`src/mfe_pkg.sv`:
```
// Shared types and constants for the meter frame encoder.
// No dependencies; every other file of the block imports this package.
package mfe_pkg;

    localparam logic [7:0] FRAME_START = 8'h68;
    localparam logic [7:0] DATA_OFFSET = 8'h33;
    localparam logic [7:0] FRAME_STOP  = 8'h16;

    localparam int MFE_QUEUE_DEPTH = 4;

    // Byte positions of the back-end sequencer within one frame.
    localparam logic [3:0] STEP_START = 4'd0;
    localparam logic [3:0] STEP_ADDR0 = 4'd1;
    localparam logic [3:0] STEP_ADDR1 = 4'd2;
    localparam logic [3:0] STEP_ADDR2 = 4'd3;
    localparam logic [3:0] STEP_ADDR3 = 4'd4;
    localparam logic [3:0] STEP_ADDR4 = 4'd5;
    localparam logic [3:0] STEP_ADDR5 = 4'd6;
    localparam logic [3:0] STEP_START2 = 4'd7;
    localparam logic [3:0] STEP_CTRL  = 4'd8;
    localparam logic [3:0] STEP_LEN   = 4'd9;
    localparam logic [3:0] STEP_DATA  = 4'd10;
    localparam logic [3:0] STEP_SUM   = 4'd11;
    localparam logic [3:0] STEP_STOP  = 4'd12;

    typedef struct packed {
        logic [7:0] data_byte;
        logic [7:0] control_code;
        logic [7:0] data_length;
    } t_in_item;

    typedef struct packed {
        logic [7:0] frame_byte;
        logic       frame_end;
    } t_out_item;

    // One classified data byte handed from the front end to the back end.
    typedef struct packed {
        logic [7:0] data_byte;
        logic [7:0] control_code;
        logic [7:0] data_length;
        logic       first;
        logic       last;
    } t_cmd;

endpackage

```
`src/mfe_front.sv`:
```
// Front end: accepts data bytes and tags each as first and/or last of its frame.
// Depends on mfe_pkg.
module mfe_front (
    input  logic            i_clk,
    input  logic            i_rst_n,
    input  logic            i_push,
    input  mfe_pkg::t_in_item i_item,
    input  logic            i_q_full,
    output logic            o_full,
    output logic            o_cmd_valid,
    output mfe_pkg::t_cmd   o_cmd
);
    import mfe_pkg::*;

    logic       r_in_frame, n_in_frame;
    logic [7:0] r_left, n_left;
    logic       w_accept;
    logic       w_last;

    assign o_full      = i_q_full;
    assign w_accept    = i_push && !i_q_full;
    assign o_cmd_valid = w_accept;

    always_comb begin
        n_in_frame = r_in_frame;
        n_left     = r_left;
        if (!r_in_frame) begin
            // A length of zero or one closes the frame on its first byte.
            w_last = (i_item.data_length <= 8'd1);
            if (w_accept && !w_last) begin
                n_in_frame = 1'b1;
                n_left     = i_item.data_length - 8'd1;
            end
        end else begin
            w_last = (r_left == 8'd1);
            if (w_accept) begin
                n_left     = r_left - 8'd1;
                n_in_frame = !w_last;
            end
        end
    end

    always_comb begin
        o_cmd.data_byte    = i_item.data_byte;
        o_cmd.control_code = i_item.control_code;
        o_cmd.data_length  = i_item.data_length;
        o_cmd.first        = !r_in_frame;
        o_cmd.last         = w_last;
    end

    always_ff @(posedge i_clk) begin
        if (!i_rst_n) begin
            r_in_frame <= 1'b0;
            r_left     <= 8'd0;
        end else begin
            r_in_frame <= n_in_frame;
            r_left     <= n_left;
        end
    end

endmodule

```
`src/mfe_queue.sv`:
```
// Short command queue between the front end and the back end.
// Depends on mfe_pkg for the entry type.
module mfe_queue #(
    parameter int Depth = mfe_pkg::MFE_QUEUE_DEPTH
) (
    input  logic          i_clk,
    input  logic          i_rst_n,
    input  logic          i_wr,
    input  mfe_pkg::t_cmd i_wr_cmd,
    output logic          o_full,
    input  logic          i_rd,
    output logic          o_nonempty,
    output mfe_pkg::t_cmd o_head
);
    import mfe_pkg::*;

    localparam int PW = (Depth > 1) ? $clog2(Depth) : 1;
    localparam int CW = $clog2(Depth + 1);
    localparam logic [CW-1:0] DEPTH_C = CW'(Depth);
    localparam logic [PW-1:0] LAST_PTR = PW'(Depth - 1);

    t_cmd          r_mem [Depth];
    logic [PW-1:0] r_wr_ptr, r_rd_ptr;
    logic [CW-1:0] r_count, n_count;

    assign o_full     = (r_count == DEPTH_C);
    assign o_nonempty = (r_count != '0);
    assign o_head     = r_mem[r_rd_ptr];

    always_comb begin
        n_count = r_count;
        if (i_wr && !i_rd) begin
            n_count = r_count + CW'(1);
        end else if (!i_wr && i_rd) begin
            n_count = r_count - CW'(1);
        end
    end

    always_ff @(posedge i_clk) begin
        if (i_wr) begin
            r_mem[r_wr_ptr] <= i_wr_cmd;
        end
    end

    always_ff @(posedge i_clk) begin
        if (!i_rst_n) begin
            r_wr_ptr <= '0;
            r_rd_ptr <= '0;
            r_count  <= '0;
        end else begin
            r_count <= n_count;
            if (i_wr) begin
                r_wr_ptr <= (r_wr_ptr == LAST_PTR) ? '0 : r_wr_ptr + PW'(1);
            end
            if (i_rd) begin
                r_rd_ptr <= (r_rd_ptr == LAST_PTR) ? '0 : r_rd_ptr + PW'(1);
            end
        end
    end

endmodule

```
`src/mfe_back.sv`:
```
// Back end: steps through header, data, checksum and stop bytes per command,
// holding the meter address and the output register. Depends on mfe_pkg.
module mfe_back (
    input  logic            i_clk,
    input  logic            i_rst_n,
    input  logic            i_cfg_we,
    input  logic [47:0]     i_cfg_data,
    input  logic            i_cmd_valid,
    input  mfe_pkg::t_cmd   i_cmd,
    output logic            o_cmd_pop,
    output logic            empty,
    input  logic            pop,
    output mfe_pkg::t_out_item o_result
);
    import mfe_pkg::*;

    logic [47:0] r_address;
    logic        r_busy, n_busy;
    logic [3:0]  r_step, n_step;
    logic [3:0]  w_step;
    logic [7:0]  r_sum, n_sum;
    t_out_item   r_out, n_out;
    logic        r_out_valid;
    logic        w_adv;

    assign w_step    = r_busy ? r_step : (i_cmd.first ? STEP_START : STEP_DATA);
    assign w_adv     = i_cmd_valid && (!r_out_valid || pop);
    assign o_cmd_pop = w_adv && ((w_step == STEP_STOP) ||
                                 ((w_step == STEP_DATA) && !i_cmd.last));
    assign empty     = !r_out_valid;
    assign o_result  = r_out;

    always_comb begin
        n_out.frame_end = 1'b0;
        case (w_step)
            STEP_START, STEP_START2: n_out.frame_byte = FRAME_START;
            STEP_ADDR0: n_out.frame_byte = r_address[7:0];
            STEP_ADDR1: n_out.frame_byte = r_address[15:8];
            STEP_ADDR2: n_out.frame_byte = r_address[23:16];
            STEP_ADDR3: n_out.frame_byte = r_address[31:24];
            STEP_ADDR4: n_out.frame_byte = r_address[39:32];
            STEP_ADDR5: n_out.frame_byte = r_address[47:40];
            STEP_CTRL:  n_out.frame_byte = i_cmd.control_code;
            STEP_LEN:   n_out.frame_byte = i_cmd.data_length;
            STEP_DATA:  n_out.frame_byte = i_cmd.data_byte + DATA_OFFSET;
            STEP_SUM:   n_out.frame_byte = r_sum;
            STEP_STOP: begin
                n_out.frame_byte = FRAME_STOP;
                n_out.frame_end  = 1'b1;
            end
            default:    n_out.frame_byte = FRAME_STOP;
        endcase
    end

    always_comb begin
        n_sum  = r_sum;
        n_step = r_step;
        n_busy = r_busy;
        if (w_adv) begin
            if (w_step == STEP_START) begin
                n_sum = n_out.frame_byte;
            end else if (w_step <= STEP_DATA) begin
                n_sum = r_sum + n_out.frame_byte;
            end
            n_busy = !o_cmd_pop;
            if (w_step == STEP_LEN) begin
                // A zero-length frame goes straight from length to checksum.
                n_step = (i_cmd.data_length == 8'd0) ? STEP_SUM : STEP_DATA;
            end else begin
                n_step = w_step + 4'd1;
            end
        end
    end

    always_ff @(posedge i_clk) begin
        if (w_adv) begin
            r_out <= n_out;
        end
        r_sum  <= n_sum;
        r_step <= n_step;
    end

    always_ff @(posedge i_clk) begin
        if (!i_rst_n) begin
            r_address   <= 48'd0;
            r_busy      <= 1'b0;
            r_out_valid <= 1'b0;
        end else begin
            if (i_cfg_we) begin
                r_address <= i_cfg_data;
            end
            r_busy <= n_busy;
            if (w_adv) begin
                r_out_valid <= 1'b1;
            end else if (pop) begin
                r_out_valid <= 1'b0;
            end
        end
    end

endmodule

```
`src/meter_frame_encoder.sv`:
```
// Meter command frame encoder: top level joining front end, queue and back end.
// Depends on mfe_pkg, mfe_front, mfe_queue and mfe_back.
//
// Usage: data bytes enter through a queue-style port (push / full). The first
// byte of a frame also carries the control code and the data length; both are
// ignored on later bytes. Encoded frame bytes leave through a second
// queue-style port (empty / pop) with frame_end set on the closing 0x16 byte.
// The 48-bit meter address is written through i_cfg_we / i_cfg_data, by the
// user only while the block is idle (the block does not enforce this), and is
// sent low byte first in each header. A pushed byte passes the command queue
// and the output register before its first result reaches the result ports.
// Throughput: one output byte per cycle while the receiver pops and the queue
// is not empty. A middle data byte yields one output byte, the first byte of
// a frame eleven (header plus data), the last byte three (data, checksum,
// stop), a one-byte frame thirteen and a zero-length frame twelve; the output
// sequencer sets this rate. The queue takes up to QueueDepth bytes while a
// header goes out, then full stays high until the back end reaches the data.
// Reset clears frame state, queue, valid flag and address, not the output byte.
// When the receiver stops popping, the byte holds, the queue fills, full rises.
module meter_frame_encoder #(
    parameter int QueueDepth = mfe_pkg::MFE_QUEUE_DEPTH
) (
    input  logic                i_clk,
    input  logic                i_rst_n,
    input  logic                i_cfg_we,
    input  logic [47:0]         i_cfg_data,
    input  logic                push,
    output logic                full,
    input  mfe_pkg::t_in_item   i_item,
    output logic                empty,
    input  logic                pop,
    output mfe_pkg::t_out_item  o_result
);
    import mfe_pkg::*;

    logic q_full;
    logic cmd_wr;
    t_cmd cmd_in;
    logic cmd_pop;
    logic cmd_valid;
    t_cmd cmd_head;

    mfe_front u_front (
        .i_clk       (i_clk),
        .i_rst_n     (i_rst_n),
        .i_push      (push),
        .i_item      (i_item),
        .i_q_full    (q_full),
        .o_full      (full),
        .o_cmd_valid (cmd_wr),
        .o_cmd       (cmd_in)
    );

    mfe_queue #(
        .Depth (QueueDepth)
    ) u_queue (
        .i_clk      (i_clk),
        .i_rst_n    (i_rst_n),
        .i_wr       (cmd_wr),
        .i_wr_cmd   (cmd_in),
        .o_full     (q_full),
        .i_rd       (cmd_pop),
        .o_nonempty (cmd_valid),
        .o_head     (cmd_head)
    );

    mfe_back u_back (
        .i_clk       (i_clk),
        .i_rst_n     (i_rst_n),
        .i_cfg_we    (i_cfg_we),
        .i_cfg_data  (i_cfg_data),
        .i_cmd_valid (cmd_valid),
        .i_cmd       (cmd_head),
        .o_cmd_pop   (cmd_pop),
        .empty       (empty),
        .pop         (pop),
        .o_result    (o_result)
    );

endmodule

```
`config.mk`:
```
export PLATFORM = sky130hd
export DESIGN_NAME = meter_frame_encoder
export DESIGN_NICKNAME = d
export VERILOG_FILES = /design/src/mfe_pkg.sv /design/src/mfe_front.sv /design/src/mfe_queue.sv /design/src/mfe_back.sv /design/src/meter_frame_encoder.sv
export SDC_FILE = /design/constraint.sdc
export NUM_CORES = 1
export LEC_CHECK = 0
export ABC_AREA = 1
export BUFFER_PORTS_ARGS = -buffer_cell sky130_fd_sc_hd__clkbuf_2
export CORE_UTILIZATION = 55
export CTS_BUF_LIST = sky130_fd_sc_hd__clkbuf_8
export CTS_CLUSTER_DIAMETER = 120
export DETAILED_ROUTE_END_ITERATION = 16
export PLACE_DENSITY = 0.77
export SLEW_MARGIN = 10
export SYNTH_ARGS = -nofsm -noshare
export SYNTH_HDL_FRONTEND = slang
export SYNTH_SLANG_ARGS = --single-unit
```
`constraint.sdc`:
```
create_clock -name i_clk -period 4.25 [get_ports i_clk]
set_input_delay 0.2125 -clock i_clk [delete_from_list [all_inputs] [get_ports i_clk]]
set_output_delay 0.2125 -clock i_clk [all_outputs]
set_load 0.03 [all_outputs]
```
# --- Word level (Yosys, flattened, before mapping) ---
# Memories as Yosys holds them, arrays and structs flattened. A register that Yosys moved wholly into a read port is not among the register bits.
# Index checks and enable logic that the tools add are counted.
totals:
  regBits: 87
  ram_bits: 104
  input_bits: 77
  out_inout_bits: 11
  word_cells: 93
  mem_count: 1
op_classes:
  n_addsub: 9
  n_lt_le_gt_ge: 2
  eq_ne: 17
  mux: 25
  n_reduce_logical: 27
mem_list:
  columns: ["memory", "depth", "word_bits", "rd", "rd_clocked_by_memory_dff", "write_ports", "line_no", "text"]
  rows:
  - ["u_queue.r_mem", 4, 26, 1, 1, 1, "mfe_queue.sv:22", "t_cmd r_mem [Depth];"]
ops:
  columns: ["operator", "n"]
  rows:
  - ["one-hot mux 8 bit (11 select lines)", 1]
  - ["two-way mux 8 bit", 5]
  - ["== test 4 bit, second input constant", 5]
  - ["== test 4 x 3 -> 1 bit, second input constant", 4]
  - ["subtractor 8 x 1 -> 8 bit, second input constant", 2]
  - ["two-way mux 4 bit", 3]
  - ["two-way mux 1 bit", 10]
  - ["adder 8 x 6 -> 8 bit, second input constant", 1]
  - ["adder 8 bit", 1]
  - ["== test 4 x 2 -> 1 bit, second input constant", 2]
  - ["== test 8 x 1 -> 1 bit, second input constant", 1]
  - ["less-or-equal comparator 8 x 1 -> 1 bit, second input constant", 1]
  - ["logical NOT 1 bit", 8]
  - ["logical NOT 8 bit", 1]
  - ["two-way mux 2 bit", 4]
  - ["nonzero test 2 bit", 4]
  - ["logical AND 1 bit", 7]
  - ["two-way mux 3 bit", 2]
  - ["adder 2 x 1 -> 2 bit, second input constant", 2]
  - ["adder 4 x 1 -> 4 bit, second input constant", 1]
  - ["== test 2 bit, second input constant", 2]
  - ["== test 4 x 1 -> 1 bit, second input constant", 1]
  - ["less-or-equal comparator 4 bit, second input constant", 1]
  - ["logical NOT 4 bit", 1]
  - ["other kinds (8)", 10]

# --- Longest topological paths before layout ---
# Gate-level depths: netlist of the first run.
depth:
  ltp_word: 9
  depth_mapped: 29
  mapped_depth_nobuf: 28

# --- Cells and area by module ---
# Synthesis of the first run repeated with hierarchy kept, for this count alone.
unflattened:
  hier_cells: 969
  hier_area_um2: 9210.1
by_module_without_submodules:
  columns: ["mod", "instances", "cells_per_inst", "area_per_inst_um2"]
  rows:
  - ["mfe_queue", 1, 311, 4327.9]
  - ["mfe_back", 1, 498, 3852.4]
  - ["mfe_front", 1, 160, 1029.7]

# --- Least setup slack after synthesis of the first run ---
# OpenSTA, ideal clock, no wires.
synth_path:
  kind: "reg2reg"
  from: "register with a tool-made name"
  to: "register u_back.r_sum[6], data pin"
  setup_time_ns: 0.257
  arrival_time_ns: 3.078
  t_required_ns: 3.993
  path_slack_ns: 0.915
  path_stages_with_launch: 25
  path_buffers: 2
  path_cell_list: "dfxtp_1 > buf_6 > inv_4 > nand2_1 > nand3_1 > nand2_1 > nand2_4 > o21ai_0 > inv_1 > ha_1 > buf_2 > nand2_1 > inv_2 > a21oi_1 > nand3_1 > nor2_1 > nand2_1 > ha_1 > fa_1 > a31oi_1 > nor2_1 > o21ai_0 > nand2_1 > xnor2_1 > nand2_1"
synth_lines:
  columns: ["item", "line_no", "text"]
  rows:
  - ["to (signal assigned)", "mfe_back.sv:79", "r_sum <= n_sum;"]
  - ["to (decl)", "mfe_back.sv:21", "logic [7:0] r_sum, n_sum;"]

==> results of run 1 <==
==> synthesized netlist by cell type, types with 3 or more instances <==
| library cell | number |
|---|---|
| clkbuf_1 | 21 |
| nand3_2 | 4 |
| a21oi_1 | 38 |
| nor3b_1 | 3 |
| o22ai_1 | 12 |
| nand4_1 | 14 |
| inv_1 | 65 |
| a31oi_1 | 3 |
| inv_2 | 11 |
| a22oi_1 | 6 |
| a32o_1 | 3 |
| edfxtp_1 | 125 |
| o21ai_0 | 98 |
| ha_1 | 22 |
| nand2_2 | 3 |
| buf_6 | 3 |
| nor3_1 | 7 |
| nor2_2 | 5 |
| nand3_1 | 49 |
| nand2_1 | 188 |
| nor2_1 | 176 |
| buf_2 | 11 |
| xor2_1 | 6 |
| o21ai_1 | 4 |
| xnor2_1 | 5 |
| dfxtp_1 | 68 |
==> cell type report <==
type,count,area share
repair buffers,163,0.1105
well taps,216,0.02544
flip-flops and latches,193,0.4816
inverters,77,0.02744
multi-input cells,664,0.3111
clock inverters,15,0.02191
clock buffers,17,0.02203
==> per-layer routing <==
layer | share of wire | vias to the layer above | GRT usage
met1 | 0.42 | 3359 | 0.3384
met2 | 0.49 | 298 | 0.4273
met4 | 0.033 | 0 | 0.1232
met3 | 0.056 | 53 | 0.04366
li1 | - | 3566 | -
met5 | 0 | - | 0
==> final timing paths <==
path / startpoint / endpoint / cells past startpoint / slack, ns
worst min register to register: u_front.r_left[5]$_SDFFE_PN0P_ / u_front.r_left[5]$_SDFFE_PN0P_ / 2 / 0.47
worst max-delay path: flop / u_back.r_sum[6]$_DFFE_PP_ / 23 / 0.41
worst min-delay path: i_item[2] / u_queue.r_mem[3][4]$_DFFE_PP_ / 1 / 0.02
worst max register to register: flop / u_back.r_sum[6]$_DFFE_PP_ / 23 / 0.41
==> timing repair <==
item                                   CTS  global route
resized for setup                        0             4
hold buffers                            67             0
setup endpoints to repair                0             3
endpoints found under the hold margin  126             0
==> cells by family (layout without fill, tap and decap cells) <==
family,Yosys count,count (layout),share of synthesized area
and+or+nand+nor,457,457,0.2172
xor gates and xnor gates,11,11,0.01087
adders and majority gates,24,24,0.03557
buffers and inverters,115,272,0.05392
AOI/OAI and AO/OA,172,172,0.1054
DFF,193,193,0.5770
==> flip-flops by register name, indices dropped and copies added, names as in the netlist, named ones only <==
signal	count
u_back.r_step	4
u_front.r_in_frame	1
u_back.r_sum	8
u_queue.r_mem	104
u_back.o_result	9
u_queue.r_count	3
u_front.r_left	8
u_queue.r_wr_ptr	2
u_back.r_busy	1
u_back.r_out_valid	1
u_back.r_address	48
u_queue.r_rd_ptr	2
==> power by group through the flow <==
stage / sequential (W) / clock (W) / combinational [W]
6_report: 0.00268 / 0.00137 / 0.00358
5_1_grt: 0.00271 / 0.00144 / 0.00404
4_1_cts: 0.00267 / 0.00137 / 0.00354
3_5_place_dp: 0.00271 / 0 / 0.00348
3_3_place_gp: 0.00271 / 0 / 0.00338
2_1_floorplan: 0.00275 / 0 / 0.00259
==> through the flow <==
step,instances,power (W)
after floorplan,972,0.005347
after global placement,1246,0.006088
after detailed placement,1246,0.006189
after CTS,1345,0.007581
after global routing,1345,0.008187
final,1345,0.007620
==> results.toml, run 1 <==
[min_path]
hold_class = "in -> reg"

[cells_and_area]
final_cell_mix = "188 x nand2_1, 172 x nor2_1, 125 x edfxtp_1, 97 x o21ai_0, 87 x clkbuf_2"
multi_input_area_um2 = 3304
syn_to_final_growth_pct = 19.83
final_area_um2 = 10620
nFillCells = 1215
antenna_cells = 0
layout-drive-gt1-share = 0.1453
register_area_um2 = 5116
postLayoutCoreUtil = 0.6711
mostFrequentLayoutCell = "nand2_1"
nNetsFinal = 1217

[clocking]
root_buffer = "clkbuf_8"
clock_sinks = 193
cts_max_level = 4
cts_tree = "built"
clk_transition_reported_paths_ns = 0.10
numCtsBuffers = 17
clk_latency_ns = 0.47
cts_max_path_buffers = 2
post-cts-setup-buffers = 0

[die]
die_h_um = 129.0
design.die.area_um2 = 16630
core_area_um2 = 15830
die_w_um = 129.0
boundaryPins = 88
placement_rows = 46
initial_utilization = 0.5601

[pwr]
p_leak_nw = 4.514
power_density_nw_per_um2 = 717.3
sequentialPowerShare = 0.351
clock_power_share = 0.179
peakVddDrop_mv = 0.4776
switching_share = 0.4150
combPwrFrac = 0.469
p_int_w = 0.004457
p_sw_w = 0.003162

[synth]
synth_area_leader_cell = "edfxtp_1"
netlist_instances = 972
synth_top_flop_cell = "edfxtp_1"
avgSynthCellArea_um2 = 9.120
synth-seq-cells = 193
synth_cell_types = 41
netlist.area_leader.share = 0.4234
netlist_area_um2 = 8865
synth_edf_count = 125
synthTopCellsByArea = "edfxtp_1 42%, dfxtp_1 15%, nand2_1 8.0%"
yosys_warnings = 0
async_reset_ff_frac = 0
yosysSeqAreaShare = 0.5770
syn_nets = 1073

[routing]
dr.pass1.iters = 5
drt_iter0_drc = 617
post-route-drc-count = 0
routed_wl_um = 20880
viasPerCell = 5.410
ant_nets = 0
num_vias = 7276
wl_per_cell_um = 15.52

[timing]
fin_ws_ns = 0.4140
period_minus_slack_ns = 3.836
fin_tns_setup_ns = 0
max_freq_mhz = 260.7
clock_skew_ns = 0.01271
whs_ns = 0.02167
finalHoldViolCount = 0
drv_slew = 0
max-slew-margin-rel = 0.3294
setup-violations-final = 0
fin_crit_sh = 0.9026
rsz0062_at_grt = "no"
tightest_slew_ns = 1.006

[setup_path]
crit_type = "reg -> reg"
slowest_delay_ns = 0.41
crit_chain = "inv_4 -> nand2_1 -> nand3_1 -> nand2_1 -> nand2_4 -> o21ai_1 -> ha_1 -> inv_1 -> nor2_2 -> nand2_1 -> nand2_1 -> a21oi_1 -> nand3_1 -> nor2_1 -> nand2_1 -> ha_1 -> fa_1 -> a31oi_1 -> nor2_1 -> o21ai_0 -> nand2_1 -> xnor2_1 -> nand2_1"
path_max_fanout = 17
crit_path_end_kind = "flop"
worst_setup_path_start_kind = "flop"
cpMaxStageDelayCell = "fa_1"
cp.arrival_ns = 4.06
crit_family = "simple AND/OR/NAND/NOR gates"
required_ns = 4.48
crit_top_cell = "nand2_1"
path_buf_inv = 2

[grt]
grt_max_degree = 63
grt_pass1_vias = 6708
grt_usage = 0.2604
grt_overflow = 0
antenna_found_initial = 0
grt_pass1_wl_um = 32710

[placed_design]
portBuffers = 87
gp_congestion = 0.9266
dpl_cell_area_um2 = 9477
place_ws_ns = 0.3149
dpl.hpwl_um = 13330

[status]
outcome = "completed"

[job]
maxCapViolCount = 0
Power figures use the tool's default switching activity.
==> run 2, diff against run 1 <==
--- a/config.mk
+++ b/config.mk
@@ -5,7 +5,6 @@
 export SDC_FILE = /design/constraint.sdc
 export NUM_CORES = 1
 export LEC_CHECK = 0
-export ABC_AREA = 1
 export BUFFER_PORTS_ARGS = -buffer_cell sky130_fd_sc_hd__clkbuf_2
 export CORE_UTILIZATION = 55
 export CTS_BUF_LIST = sky130_fd_sc_hd__clkbuf_8
@@ -15,4 +14,5 @@
 export SLEW_MARGIN = 10
 export SYNTH_ARGS = -nofsm -noshare
 export SYNTH_HDL_FRONTEND = slang
+export SYNTH_HIERARCHICAL = 1
 export SYNTH_SLANG_ARGS = --single-unit
==> results.toml, run 2 <==
[clocking]
numCtsBuffers = 17
root_buffer = "clkbuf_8"
cts_max_level = 4
clock_sinks = 193
clk_transition_reported_paths_ns = 0.10
cts_max_path_buffers = 2
clk_latency_ns = 0.48
post-cts-setup-buffers = 0
cts_tree = "built"

[die]
placement_rows = 46
die_h_um = 129.1
boundaryPins = 88
design.die.area_um2 = 16660
die_w_um = 129.1
core_area_um2 = 15830
initial_utilization = 0.5612

[grt]
grt_overflow = 0
grt_pass1_vias = 5845
grt_pass1_wl_um = 30460
grt_max_degree = 67
antenna_found_initial = 0
grt_usage = 0.2493

[cells_and_area]
mostFrequentLayoutCell = "edfxtp_1"
layout-drive-gt1-share = 0.2057
syn_to_final_growth_pct = 15.78
stdcell_count = 1018
regMostFlops = "u_queue/r_mem"
largest_register_ffs = 104
antenna_cells = 0
nFillCells = 1169
nNetsFinal = 886
final_cell_mix = "125 x edfxtp_1, 87 x clkbuf_2, 68 x dfxtp_1, 58 x nor2b_1, 56 x mux2i_1"

[timing]
max-slew-margin-rel = 0.2898
finalHoldViolCount = 0
clock_skew_ns = 0.01151
period_minus_slack_ns = 3.757
fin_tns_setup_ns = 0
tightest_slew_ns = 1.065
fin_crit_sh = 0.8841
setup-violations-final = 0
rsz0062_at_grt = "no"
drv_slew = 0
max_freq_mhz = 266.1

[synth]
synth_common_cells = "125 x edfxtp_1, 68 x dfxtp_1, 58 x nor2b_1"
syn_nets = 768
synthTopCellsByArea = "edfxtp_1 42%, dfxtp_1 15%, mux2i_1 6.3%"
synth_cell_types = 71
async_reset_ff_frac = 0
netlist_instances = 671
synth_area_leader_cell = "edfxtp_1"
yosysSeqAreaShare = 0.5759
avgSynthCellArea_um2 = 13.24
synth_top_flop_cell = "edfxtp_1"
synth.most_common_cell = "edfxtp_1"
synth-seq-cells = 193
synth_edf_count = 125
yosys_warnings = 6
netlist.area_leader.share = 0.4226
netlist_area_um2 = 8882

[placed_design]
dpl.hpwl_um = 13640
gp_congestion = 0.9724
dp.cells = 931
portBuffers = 87

[pwr]
peakVddDrop_mv = 0.3160
p_leak_nw = 3.864
p_sw_w = 0.002084
sequentialPowerShare = 0.455
switching_share = 0.3574
combPwrFrac = 0.329
power_density_nw_per_um2 = 567.0
p_int_w = 0.003747
clock_power_share = 0.216

[setup_path]
crit_type = "reg -> reg"
path_max_fanout = 8
crit_path_end_kind = "flop"
required_ns = 4.49
cp.arrival_ns = 3.99
worst_setup_path_start_kind = "flop"

[routing]
routed_wl_um = 19630
ant_nets = 0
wl_per_cell_um = 19.28
dr.pass1.iters = 7
post-route-drc-count = 0
drt_iter0_drc = 418
num_vias = 5847
viasPerCell = 5.744

[status]
outcome = "completed"

[job]
maxCapViolCount = 0

[min_path]
hold_class = "in -> reg"
==> run 2: critical path, cell delays in order, from the launching register on <==
cell	delay (ns)
dfxtp_1	0.63
buf_4	0.30
mux4_1	0.60
a221oi_1	0.34
o2111ai_1	0.34
ha_1	0.38
a21oi_1	0.20
nand4b_1	0.17
a21oi_1	0.10
o21ai_0	0.19
nand3b_1	0.13
xnor2_1	0.14
==> run 2: what timing repair did <==
item                      CTS  global route
hold buffers               55             0
hold endpoints to repair  104             0
resized for setup           0             0
==> run 2: power groups by stage <==
stage          logic, W  clock network (W)  registers [W]
2_1_floorplan   0.00144                  0        0.00262
3_3_place_gp    0.00182                  0        0.00268
3_5_place_dp    0.00186                  0        0.00269
4_1_cts         0.00191            0.00128        0.00265
5_1_grt         0.00209            0.00135        0.00269
6_report        0.00192            0.00126        0.00265
==> run 2: metal layers <==
layer / up-vias / global-route usage / share of wire
li1: 2725 / - / -
met1: 2843 / 0.3045 / 0.41
met2: 236 / 0.4270 / 0.50
met3: 43 / 0.05574 / 0.064
met4: 0 / 0.1093 / 0.029
met5: - / 0 / 0
==> run 2: metrics by stage <==
stage / util / power [W] / setup WS [ns] / hold slack (ns) / cell area (um^2)
floorplan: - / 0.004058 / 1.014 / 0.3342 / 8882
global placement: 0.5877 / 0.004506 / 0.6134 / 0.4278 / 9303
detailed placement: 0.5877 / 0.004554 / 0.5257 / 0.4352 / 9303
CTS: 0.6497 / 0.005839 / 0.5175 / 0.001543 / 10280
global route: 0.6497 / 0.006130 / 0.2996 / 0.006071 / 10280
finish: 0.6497 / 0.005831 / 0.4925 / 0.01882 / 10280
==> run 2: kinds of logic (layout without fill, tap and decap cells) <==
group,Yosys count,in the layout,synth area share
buffers and inverters,70,201,0.04817
AND/OR/NAND/NOR,196,196,0.1210
AO/OA/AOI/OAI,90,90,0.07353
flip-flops,193,193,0.5759
adder cells (fa/ha/maj),20,20,0.02986
multiplexers,83,83,0.1328
XOR/XNOR,19,19,0.01874
==> run 2: final timing paths <==
check / start / to / slack, ns / depth (start not counted)
min: i_cfg_data[23] / u_back/r_address[23]$_SDFFE_PN0P_ / 0.02 / 3
max: flop / u_back/r_sum[7]$_DFFE_PP_ / 0.49 / 11
max reg2reg: flop / u_back/r_sum[7]$_DFFE_PP_ / 0.49 / 11
min reg2reg: u_front/r_left[4]$_SDFFE_PN0P_ / u_front/r_left[4]$_SDFFE_PN0P_ / 0.46 / 2
==> run 2: layout make-up <==
class	count	area [um^2]	area share
Clock buffer	17	234.0	0.02275
Timing Repair Buffer	153	1069	0.1039
Inverter	16	60.06	0.005840
Sequential cell	193	5115	0.4974
Clock inverter	15	196.4	0.01910
Tap cell	216	270.3	0.02628
Multi-Input combinational cell	408	3339	0.3247
